$ cat src/rtl/core/c3pf_pkg.sv
// Shared types, widths and constants of the 3x3 pixel convolution filter.
// Used by the channel interfaces and by every filter module except the generic RAM.
package c3pf_pkg;

	localparam int PIXEL_W        = 8;
	localparam int COLUMN_W       = 10;
	localparam int ROW_W          = 12;
	localparam int MASK_W         = 63;
	localparam int FRAME_WIDTH_W  = 11;
	localparam int FRAME_HEIGHT_W = 13;
	localparam int COEF_W         = 7;
	localparam int TAPS           = 9;

	localparam int C3PF_MAX_WIDTH  = 1024;
	localparam int C3PF_MAX_HEIGHT = 4096;

	// output queue depth, must be a power of two
	localparam int OUT_DEPTH = 8;

	localparam int CFG_IDX_W  = 2;
	localparam int CFG_DATA_W = MASK_W;

	localparam logic [FRAME_WIDTH_W-1:0]  WIDTH_RESET  = FRAME_WIDTH_W'(1024);
	localparam logic [FRAME_HEIGHT_W-1:0] HEIGHT_RESET = FRAME_HEIGHT_W'(4096);
	localparam logic [PIXEL_W-1:0]        PIXEL_MAX    = 8'd255;

	typedef enum logic [CFG_IDX_W-1:0] {
		REG_MASK   = 2'd0,
		REG_WIDTH  = 2'd1,
		REG_HEIGHT = 2'd2,
		REG_MODE   = 2'd3
	} reg_idx_t;

	typedef enum logic {
		MODE_CLAMP = 1'b0,
		MODE_ABS   = 1'b1
	} mode_t;

	typedef logic [TAPS-1:0][PIXEL_W-1:0] window_t;

	// position and flags that travel alongside a pixel through the pipeline
	typedef struct packed {
		logic                emit;
		logic [COLUMN_W-1:0] col;
		logic [ROW_W-1:0]    row;
		logic                fend;
	} tag_t;

	typedef struct packed {
		logic [PIXEL_W-1:0]  filtered;
		logic [COLUMN_W-1:0] center_column;
		logic [ROW_W-1:0]    center_row;
		logic                frame_end;
	} out_word_t;

	// fixed north mask, columns x-1, x, x+1
	localparam logic signed [7:0] NORTH_MASK [TAPS] = '{
		8'sd1, 8'sd1, 8'sd1, 8'sd1, 8'sd2, 8'sd1, -8'sd1, -8'sd1, -8'sd1
	};

	function automatic logic signed [7:0] mask_coef(input logic [MASK_W-1:0] m,
			input int unsigned k);
		logic [COEF_W-1:0] f;
		f = m[COEF_W*k +: COEF_W];
		return {f[COEF_W-1], f};
	endfunction

endpackage

$ cat src/rtl/core/c3pf_mac.sv
// Nine-tap multiply stage and sum/clamp logic of the 3x3 convolution filter.
// Depends on c3pf_pkg.
module c3pf_mac import c3pf_pkg::*; (
	input  logic                clk,
	input  logic                arst_n,
	input  window_t             win,
	input  mode_t               mode,
	input  logic [MASK_W-1:0]   mask,
	input  logic                tag_valid,
	input  tag_t                tag,
	output logic                busy,
	output logic                push,
	output out_word_t           word
);

	localparam int PROD_W = 17;
	localparam int SUM_W  = 21;

	logic signed [PROD_W-1:0] prod_d  [TAPS];
	logic signed [PROD_W-1:0] prod_s3 [TAPS];
	logic                     valid_s3;
	tag_t                     tag_s3;
	logic signed [SUM_W-1:0]  sum;
	logic signed [SUM_W-1:0]  mag;
	logic [PIXEL_W-1:0]       value;

	always_comb begin
		logic signed [7:0] coef;
		for (int k = 0; k < TAPS; k++) begin
			coef = (mode == MODE_ABS) ? NORTH_MASK[k] : mask_coef(mask, k);
			prod_d[k] = coef * $signed({1'b0, win[k]});
		end
	end

	always_ff @(posedge clk or negedge arst_n) begin
		if (!arst_n) begin
			valid_s3 <= 1'b0;
		end else begin
			valid_s3 <= tag_valid;
		end
	end

	always_ff @(posedge clk) begin
		tag_s3 <= tag;
		for (int k = 0; k < TAPS; k++) begin
			prod_s3[k] <= prod_d[k];
		end
	end

	always_comb begin
		sum = '0;
		for (int k = 0; k < TAPS; k++) begin
			sum = sum + SUM_W'(prod_s3[k]);
		end
		mag = (mode == MODE_ABS && sum < 0) ? -sum : sum;
		if (mag < 0) begin
			value = '0;
		end else if (mag > SUM_W'(PIXEL_MAX)) begin
			value = PIXEL_MAX;
		end else begin
			value = mag[PIXEL_W-1:0];
		end
	end

	assign busy = valid_s3;
	assign push = valid_s3 && tag_s3.emit;
	assign word = '{filtered: value, center_column: tag_s3.col,
		center_row: tag_s3.row, frame_end: tag_s3.fend};

endmodule

$ cat config.mk
export PLATFORM = sky130hd
export DESIGN_NAME = c3pf_mac
export DESIGN_NICKNAME = d
export VERILOG_FILES = /design/src/rtl/core/c3pf_pkg.sv /design/src/rtl/core/c3pf_mac.sv
export SDC_FILE = /design/constraint.sdc
export NUM_CORES = 2
export LEC_CHECK = 0
export BUFFER_PORTS_ARGS = -buffer_cell sky130_fd_sc_hd__buf_2
export CAP_MARGIN = 5
export CORE_MARGIN = 8
export CORE_UTILIZATION = 45
export DETAILED_ROUTE_END_ITERATION = 10
export GPL_ROUTABILITY_DRIVEN = 0
export PLACE_DENSITY = 0.61
export SETUP_SLACK_MARGIN = 0.2
export SLEW_MARGIN = 25
export SYNTH_ARGS = -nofsm -noshare
export SYNTH_HDL_FRONTEND = slang
export SYNTH_SLANG_ARGS = --single-unit
$ cat constraint.sdc
create_clock -name clk -period 8.2 [get_ports clk]
set_input_delay 0.41 -clock clk [delete_from_list [all_inputs] [get_ports clk]]
set_output_delay 0.41 -clock clk [all_outputs]
set_load 0.05 [all_outputs]
==> impl_metrics.yaml <==
run:
  max_cap_viol_count: 0
route:
  vias: 19929
  wl_met3_mm: 2.35
  met1Wirelength_mm: 29.6
  avgRoutedWirePerCell_um: 16.4
  top_layer: "met4"
  routed-wl-met2_mm: 33.1
  drt-total-wl_mm: 65.7
  drt_iter0_markers: 938
  firstDrtPassIters: 5
  drc_errors: 0
  vias_per_cell: 4.98
  antenna_left: 0
finish:
  fillerInstances: 5764
  final_net_count: 4226
  area_delta_synth_final_pct: 8.27
  drive_gt1_share_pct: 7.88
  finalNonFillerCells: 4003
sta:
  period_share_pct: 87.7
  fin_tns_setup_ns: 0
  post-route-worst-setup-slack_ns: 1.01
  fmax_mhz: 139
  slew_headroom_pct: 42.7
  setup_viol: 0
  final_hold_viol_count: 0
  layout_min_cycle_time_ns: 7.19
  slew_viol_final: 0
  worst_pin_slew_ns: 0.856
  rsz0062_at_grt: "no"
synthesis:
  synth_area_leaders: "fa_1, ha_1, dfxtp_1"
  yosysWarnings: 0
  synth_top_area_share_pct: 32.7
  netlist_area_sq_um: 27900
  avgSynthCellArea_sq_um: 9.17
  synthArstFlopShare_pct: 0.562
  yosysMostFrequentCell: "inv_1"
  ys_seq_area_share_pct: 12.8
  synth_edf_count: 0
  synth_common_cells: "inv_1, fa_1, ha_1"
  ys_seq_elements: 178
  syn_nets: 4070
  yosysUniqueCellTypes: 67
  syn_inst: 3043
  synth_ff_type: "dfxtp_1"
  synth_top_area_cell: "fa_1"
die:
  start_util_pct: 45.4
  die_area_sq_um: 70200
  core_area_sq_um: 61500
  die_w_um: 265
  die_h_um: 265
  ios: 196
  rows: 91
placement:
  hpwl_mm: 57.7
  placed_cells_incl_taps: 3969
  port-buffer-count: 195
  dp_slack_ns: 1.26
grt:
  grt_pass1_wl_mm: 110
  grt_max_degree: 42
  antenna_found_initial: 1
  grt_pass1_vias: 21816
  overflow: 0
  grtUsageTotal_pct: 19.3
clock_network:
  clkTransAtPathRegs_ns: 0.08
  cts_tree: "done"
  cts_sinks: 178
  htreeDepth: 4
  cts-buffers-inserted: 17
  post_cts_buffers: 0
  cts-root-buf: "clkbuf_16"
  cts_buffer_depth: 2
min_path:
  min_to: "word[4]"
  hp-class: "input pin to flop"
  hold_path_depth: 1
  min_from: "tag[4]"
setup_path:
  start_kind: "flop"
  critPathMaxFanout: 11
  crit_type: "flop to output pin"
  worstPathArrival_ns: 6.78
  worstPathRequired_ns: 7.79
  end_kind: "output pin"
outcome:
  status: "finished clean"
[metrics by stage]
stage	hold slack, ns	util, %	area (sq um)
6_report	0.0699	49.1	30200
2_1_floorplan	0.114	-	27900
3_5_place_dp	0.187	48.1	29500
3_3_place_gp	0.184	48.1	29500
5_1_grt	0.0453	49.1	30200
4_1_cts	0.0567	49.1	30200
[flip-flops by register name (all words and copies together), names as in the netlist]
name     flops
busy         1
prod_s3    153
tag_s3       1
word        23
[cells in the final DEF, fill, tap and decap left out, drive strengths merged, types with 4 or more instances in the layout]
cell type	instances
and2	179
nor2	126
a21boi	26
o211ai	5
fa	455
nand2	222
o21ai	119
a21oi	70
xor2	21
or2	7
nor3	23
dfxtp	177
inv	704
nor2b	193
clkinv	7
a21o	12
ha	409
or3	10
and4	5
a31oi	9
buf	197
o31ai	4
nor4	6
nand3	11
clkbuf	17
o21bai	6
nand2b	59
xnor2	80
nand4	5
[layout make-up]
class	instances	area, sq um	area share (%)
diodes	1	2.50	0.00829
clock buffers	17	425	1.41
clock inverters	15	205	0.680
inverters	697	2620	8.66
multi-input cells	2107	21400	70.8
flip-flops and latches	178	3570	11.8
well taps	790	988	3.27
repair buffers	198	1000	3.32
[kinds of logic (layout without fill, tap and decap cells)]
family / count (synthesis) / count (layout) / synth area share [%]
other: 0 / 1 / 0
XOR/XNOR: 101 / 101 / 3.17
AND/OR/NAND/NOR: 858 / 858 / 16.2
AO/OA/AOI/OAI: 282 / 282 / 6.20
multiplexers: 2 / 2 / 0.0718
adder cells (fa/ha/maj): 864 / 864 / 51.0
flip-flops: 178 / 178 / 12.8
buffers and inverters: 758 / 927 / 10.5
[worst max-delay path: stages (launching register included)]
cell      delay, ns
dfxtp_1        0.33
fa_1           0.58
fa_1           0.46
fa_1           0.55
inv_1          0.06
fa_1           0.49
inv_1          0.06
ha_1           0.21
fa_1           0.50
a211oi_4       0.37
nor3_1         0.10
or3b_4         0.42
nor3_2         0.58
nor2b_1        0.21
a21oi_1        0.07
o32ai_1        0.22
o21ai_0        0.20
nor4_4         0.54
a31oi_1        0.16
buf_2          0.24
[layer usage]
layer  global-route usage, %  vias to the layer above
met5                       0                        -
met4                    2.68                        0
li1                        -                     9583
met3                    2.36                       39
met1                    25.4                     9958
met2                    34.5                      349
[worst max-delay path by stage]
stage                         from       end  slack [ns]  depth (start not counted)
finish              prod_s3[1][19]  word[23]        1.01                         19
global route        prod_s3[1][19]  word[24]        0.62                         19
CTS                 prod_s3[1][19]  word[23]        0.70                         19
detailed placement  prod_s3[1][19]  word[23]        1.26                         19
global placement     prod_s3[4][2]  word[25]        1.46                         21
floorplan           prod_s3[1][19]  word[23]        1.83                         17
[what timing repair did]
action	4_1_cts	5_1_grt
gates resized for setup	0	0
hold endpoints to repair	1	0
hold buffers	1	0
Power is not shown: default switching activity piles up to over one toggle a cycle in this logic, so the estimate is an artifact.
