===== src/rtl/core/c3pf_pkg.sv =====
// Shared types, widths and constants of the 3x3 pixel convolution filter.
// Used by the channel interfaces and by every filter module except the generic RAM.
package c3pf_pkg;

	localparam int PIXEL_W        = 8;
	localparam int COLUMN_W       = 10;
	localparam int ROW_W          = 12;
	localparam int MASK_W         = 63;
	localparam int FRAME_WIDTH_W  = 11;
	localparam int FRAME_HEIGHT_W = 13;
	localparam int COEF_W         = 7;
	localparam int TAPS           = 9;

	localparam int C3PF_MAX_WIDTH  = 1024;
	localparam int C3PF_MAX_HEIGHT = 4096;

	// output queue depth, must be a power of two
	localparam int OUT_DEPTH = 8;

	localparam int CFG_IDX_W  = 2;
	localparam int CFG_DATA_W = MASK_W;

	localparam logic [FRAME_WIDTH_W-1:0]  WIDTH_RESET  = FRAME_WIDTH_W'(1024);
	localparam logic [FRAME_HEIGHT_W-1:0] HEIGHT_RESET = FRAME_HEIGHT_W'(4096);
	localparam logic [PIXEL_W-1:0]        PIXEL_MAX    = 8'd255;

	typedef enum logic [CFG_IDX_W-1:0] {
		REG_MASK   = 2'd0,
		REG_WIDTH  = 2'd1,
		REG_HEIGHT = 2'd2,
		REG_MODE   = 2'd3
	} reg_idx_t;

	typedef enum logic {
		MODE_CLAMP = 1'b0,
		MODE_ABS   = 1'b1
	} mode_t;

	typedef logic [TAPS-1:0][PIXEL_W-1:0] window_t;

	// position and flags that travel alongside a pixel through the pipeline
	typedef struct packed {
		logic                emit;
		logic [COLUMN_W-1:0] col;
		logic [ROW_W-1:0]    row;
		logic                fend;
	} tag_t;

	typedef struct packed {
		logic [PIXEL_W-1:0]  filtered;
		logic [COLUMN_W-1:0] center_column;
		logic [ROW_W-1:0]    center_row;
		logic                frame_end;
	} out_word_t;

	// fixed north mask, columns x-1, x, x+1
	localparam logic signed [7:0] NORTH_MASK [TAPS] = '{
		8'sd1, 8'sd1, 8'sd1, 8'sd1, 8'sd2, 8'sd1, -8'sd1, -8'sd1, -8'sd1
	};

	function automatic logic signed [7:0] mask_coef(input logic [MASK_W-1:0] m,
			input int unsigned k);
		logic [COEF_W-1:0] f;
		f = m[COEF_W*k +: COEF_W];
		return {f[COEF_W-1], f};
	endfunction

endpackage


===== src/rtl/core/c3pf_out_fifo.sv =====
// Small result queue that decouples the filter pipeline from the consumer.
// Depends on c3pf_pkg; the depth comes from OUT_DEPTH.
module c3pf_out_fifo import c3pf_pkg::*; (
	input  logic                           clk,
	input  logic                           arst_n,
	input  logic                           push,
	input  out_word_t                      push_word,
	input  logic                           pop,
	output logic                           not_empty,
	output out_word_t                      head,
	output logic [$clog2(OUT_DEPTH+1)-1:0] count
);

	localparam int PTR_W = $clog2(OUT_DEPTH);
	localparam int CNT_W = $clog2(OUT_DEPTH+1);

	out_word_t          mem [OUT_DEPTH];
	logic [PTR_W-1:0]   wr_ptr_q;
	logic [PTR_W-1:0]   rd_ptr_q;
	logic [CNT_W-1:0]   count_q;

	always_ff @(posedge clk or negedge arst_n) begin
		if (!arst_n) begin
			wr_ptr_q <= '0;
			rd_ptr_q <= '0;
			count_q  <= '0;
		end else begin
			if (push) begin
				wr_ptr_q <= wr_ptr_q + PTR_W'(1);
			end
			if (pop) begin
				rd_ptr_q <= rd_ptr_q + PTR_W'(1);
			end
			priority if (push && !pop) begin
				count_q <= count_q + CNT_W'(1);
			end else if (pop && !push) begin
				count_q <= count_q - CNT_W'(1);
			end
		end
	end

	always_ff @(posedge clk) begin
		if (push) begin
			mem[wr_ptr_q] <= push_word;
		end
	end

	assign not_empty = (count_q != '0);
	assign head      = mem[rd_ptr_q];
	assign count     = count_q;

endmodule


===== config.mk =====
export PLATFORM = sky130hd
export DESIGN_NAME = c3pf_out_fifo
export DESIGN_NICKNAME = d
export VERILOG_FILES = /design/src/rtl/core/c3pf_pkg.sv /design/src/rtl/core/c3pf_out_fifo.sv
export SDC_FILE = /design/constraint.sdc
export NUM_CORES = 1
export LEC_CHECK = 0
export ABC_AREA = 1
export BUFFER_PORTS_ARGS = -buffer_cell sky130_fd_sc_hd__clkbuf_2
export CORE_UTILIZATION = 28
export CTS_CLUSTER_SIZE = 30
export DETAILED_ROUTE_END_ITERATION = 8
export GPL_ROUTABILITY_DRIVEN = 0
export MAX_ROUTING_LAYER = met4
export PLACE_DENSITY_LB_ADDON = 0.12
export SLEW_MARGIN = 30
export SYNTH_ARGS = -nofsm -noshare
export SYNTH_HDL_FRONTEND = slang
export SYNTH_SLANG_ARGS = --single-unit

===== constraint.sdc =====
create_clock -name clk -period 3.8 [get_ports clk]
set_input_delay 0 -clock clk [delete_from_list [all_inputs] [get_ports clk]]
set_output_delay 0 -clock clk [all_outputs]
set_load 0.03 [all_outputs]

==> flow_metrics.py <==
metrics = {
    "logic_synthesis": {
        "synth_top_family_by_area": "simple AND/OR/NAND/NOR gates",
        "synth_adder_area_share_pct": 0.734,
        "synthXorXnorAreaFrac_pct": 0.389,
        "synth.lib_cells_used.distinct": 19,
        "synth_nets": 1187,
        "netlist_area_um2": 11200,
        "seq_area_frac_synth_pct": 68.5,
        "synth-seq-cells": 258,
        "yosys.area_share.simple_pct": 23.1,
        "ys_warn_count": 0,
        "synth_compound_area_share_pct": 0.178,
        "avgSynthCellArea_um2": 9.81,
        "synth_cells": 1146,
        "synth_mux_area_share_pct": 0,
    },
    "final_layout": {
        "final_core_utilization_pct": 33.9,
        "design_area_um2": 13400,
        "area_growth_pct": 19.5,
        "antenna_cells": 0,
        "drive_gt1_share_pct": 11.0,
        "final_cell_mix": "428 x nand2_1, 249 x nor2_1, 248 x edfxtp_1",
        "layout_commonest_cell": "nand2_1",
        "num-fill-cells": 4086,
        "nets": 1292,
    },
    "clocking": {
        "cts_tree": "yes",
        "root_buffer": "clkbuf_16",
        "htreeDepth": 1,
        "hold_buffers": 35,
        "clock_latency_ns": 0.54,
        "numCtsBuffers": 30,
        "numClockSinks": 258,
        "clk_path_buf_depth": 3,
        "cts_setup_buffers": 0,
        "cts.reportedPaths.clkPinSlew_ns": 0.06,
        "cts_resized": 0,
    },
    "die": {
        "floorplan.initialDensity_pct": 28.4,
        "rows": 73,
        "die_y_um": 202,
        "coreArea_um2": 39600,
        "die-area_um2": 41000,
        "ioPinCount": 71,
        "die_x_um": 202,
    },
    "timing": {
        "skew_ns": 0.00871,
        "rsz0062_at_grt": "no",
        "layout_setup_ws_ns": 1.21,
        "min_period_over_period_pct": 68.1,
        "report.final.slew_viol_count": 0,
        "hold_slack_ns": 0.284,
        "min_period_ns": 2.59,
        "tightest_slew_ns": 0.901,
        "fin_setup_tns_ns": 0,
        "finalHoldViolCount": 0,
        "fmax_ghz": 0.387,
        "slew_headroom_pct": 39.9,
        "setup_violations": 0,
    },
    "placement": {
        "pre_cts_slack_ns": 1.59,
        "portBuffers": 70,
        "postPlaceCellArea_um2": 12200,
        "dp_hpwl_um": 14800,
    },
    "power": {
        "clock_power_share_pct": 26.4,
        "switchingPower_uw": 4130,
        "combPwrFrac_pct": 38.1,
        "swShare_pct": 40.0,
        "pwr-share-seq_pct": 35.5,
        "power_per_cell_area_nw_per_um2": 768,
        "irDropWorstVdd_uv": 519,
        "p_int_uw": 6190,
        "power_leakage_uw": 0.00577,
    },
    "drt": {
        "drt.antenna.violating_nets": 0,
        "vias_per_cell": 4.01,
        "drt_iter0_markers": 297,
        "drtPass1Iterations": 4,
        "vias": 7202,
        "route.detailed.drc": 0,
        "wl_per_cell_um": 14.7,
        "routed_wl_um": 26400,
    },
    "setup_path": {
        "path_class": "reg -> out",
        "crit_arrival_ns": 2.59,
        "critPathRequiredTime_ns": 3.80,
        "slowest_stage": "dfrtp_4",
        "cpMostUsedCell": "nand2_1",
        "worstPathCellList": "buf_4, nor2_1, nor2_1, nand2_1, nand2_1, nand2_1, nand2_1, clkbuf_2",
        "critPathLaunchType": "flop",
        "critPathMaxFanout": 53,
        "max_stage_delay_ns": 0.82,
        "endpoint_kind": "output pin",
    },
    "grt": {
        "grt_usage_pct": 13.4,
        "grt_pass1_wl_um": 41200,
        "grt_pass1_vias": 7084,
        "grt_start_max_net_pins": 86,
        "antenna_found_initial": 0,
        "overflow": 0,
    },
    "run": {
        "cap_viol_max_count": 0,
    },
    "outcome": {
        "outcome": "finished clean",
    },
    "min_path": {
        "hp-class": "in -> reg",
    },
}
[cells by family after synthesis]
group / after synthesis
AO/OA/AOI/OAI: 4
adder cells (fa/ha/maj): 6
XOR/XNOR: 5
AND/OR/NAND/NOR: 689
flip-flops: 258
buffers and inverters: 184
[layout make-up]
class | count | area, µm² | area share, %
flip-flops and latches | 258 | 7700 | 57.3
multi-input cells | 704 | 2800 | 20.8
repair buffers | 121 | 846 | 6.29
clock buffers | 37 | 798 | 5.94
well taps | 525 | 657 | 4.89
inverters | 136 | 510 | 3.80
clock inverters | 16 | 125 | 0.931
[power by group through the flow]
stage / logic (µW) / registers [µW] / clock network (µW)
after global routing: 4480 / 3700 / 2920
after global placement: 4030 / 3720 / 0
final: 3940 / 3660 / 2720
after CTS: 4070 / 3670 / 2830
after detailed placement: 4030 / 3720 / 0
after floorplan: 2960 / 3650 / 0
[Yosys cell counts]
| cell | count | area (µm²) |
|---|---|---|
| buf_1 | 7 | 26.3 |
| buf_2 | 23 | 115 |
| xor2_1 | 3 | 26.3 |
| inv_2 | 1 | 3.75 |
| nand2_1 | 428 | 1610 |
| o21ai_0 | 3 | 15.0 |
| o21ai_1 | 1 | 5.00 |
| buf_4 | 3 | 22.5 |
| clkbuf_1 | 5 | 18.8 |
| nand3_1 | 2 | 10.0 |
| inv_1 | 135 | 507 |
| or2_2 | 2 | 12.5 |
| edfxtp_1 | 248 | 7450 |
| fa_1 | 1 | 20.0 |
| dfrtp_1 | 10 | 250 |
| buf_6 | 10 | 113 |
| ha_1 | 5 | 62.6 |
| xnor2_1 | 2 | 17.5 |
| nor2_1 | 257 | 965 |
[registers in the layout, indices dropped and copies added (netlist names)]
register and count:
mem 248, count 4, rd_ptr_q 3, wr_ptr_q 3
[metal layers]
| layer | vias to the layer above | wire length (µm) | share of wire [%] | track usage [%] |
|---|---|---|---|---|
| li1 | 3762 | - | - | - |
| met1 | 3310 | 12900 | 49 | 18.0 |
| met2 | 90 | 12000 | 46 | 21.5 |
| met3 | 40 | 945 | 3.6 | 1.90 |
| met4 | 0 | 486 | 1.8 | 3.06 |
| met5 | - | 0 | 0 | - |
[critical path, delay by kind of cell, from the launching register on]
kind | cells | cell delay [ns]
buf+inv | 2 | 0.72
simple gates | 6 | 0.48
flops | 1 | 0.82
[through the flow]
step | cells | power, µW
2_1_floorplan | 1146 | 6610
3_3_place_gp | 1709 | 7750
3_5_place_dp | 1709 | 7760
4_1_cts | 1797 | 10600
5_1_grt | 1797 | 11100
6_report | 1797 | 10300
[path summary, 6_finish.rpt]
check                      depth (start not counted)  slack, ns                 endpoint                    start
min in group asynchronous                          3       0.53     count[2]$_DFFE_PN0P_                   arst_n
min reg2reg                                        2       0.55  wr_ptr_q[0]$_DFFE_PN0P_  wr_ptr_q[0]$_DFFE_PN0P_
max reg2reg                                        3       1.62     mem[4][27]$_DFFE_PP_  wr_ptr_q[0]$_DFFE_PN0P_
max in group asynchronous                          3       2.82  rd_ptr_q[0]$_DFFE_PN0P_                   arst_n
max                                                8       1.21                 head[29]  rd_ptr_q[0]$_DFFE_PN0P_
min                                                3       0.28  rd_ptr_q[0]$_DFFE_PN0P_                      pop
No activity file was read; power rests on OpenSTA's default activity.
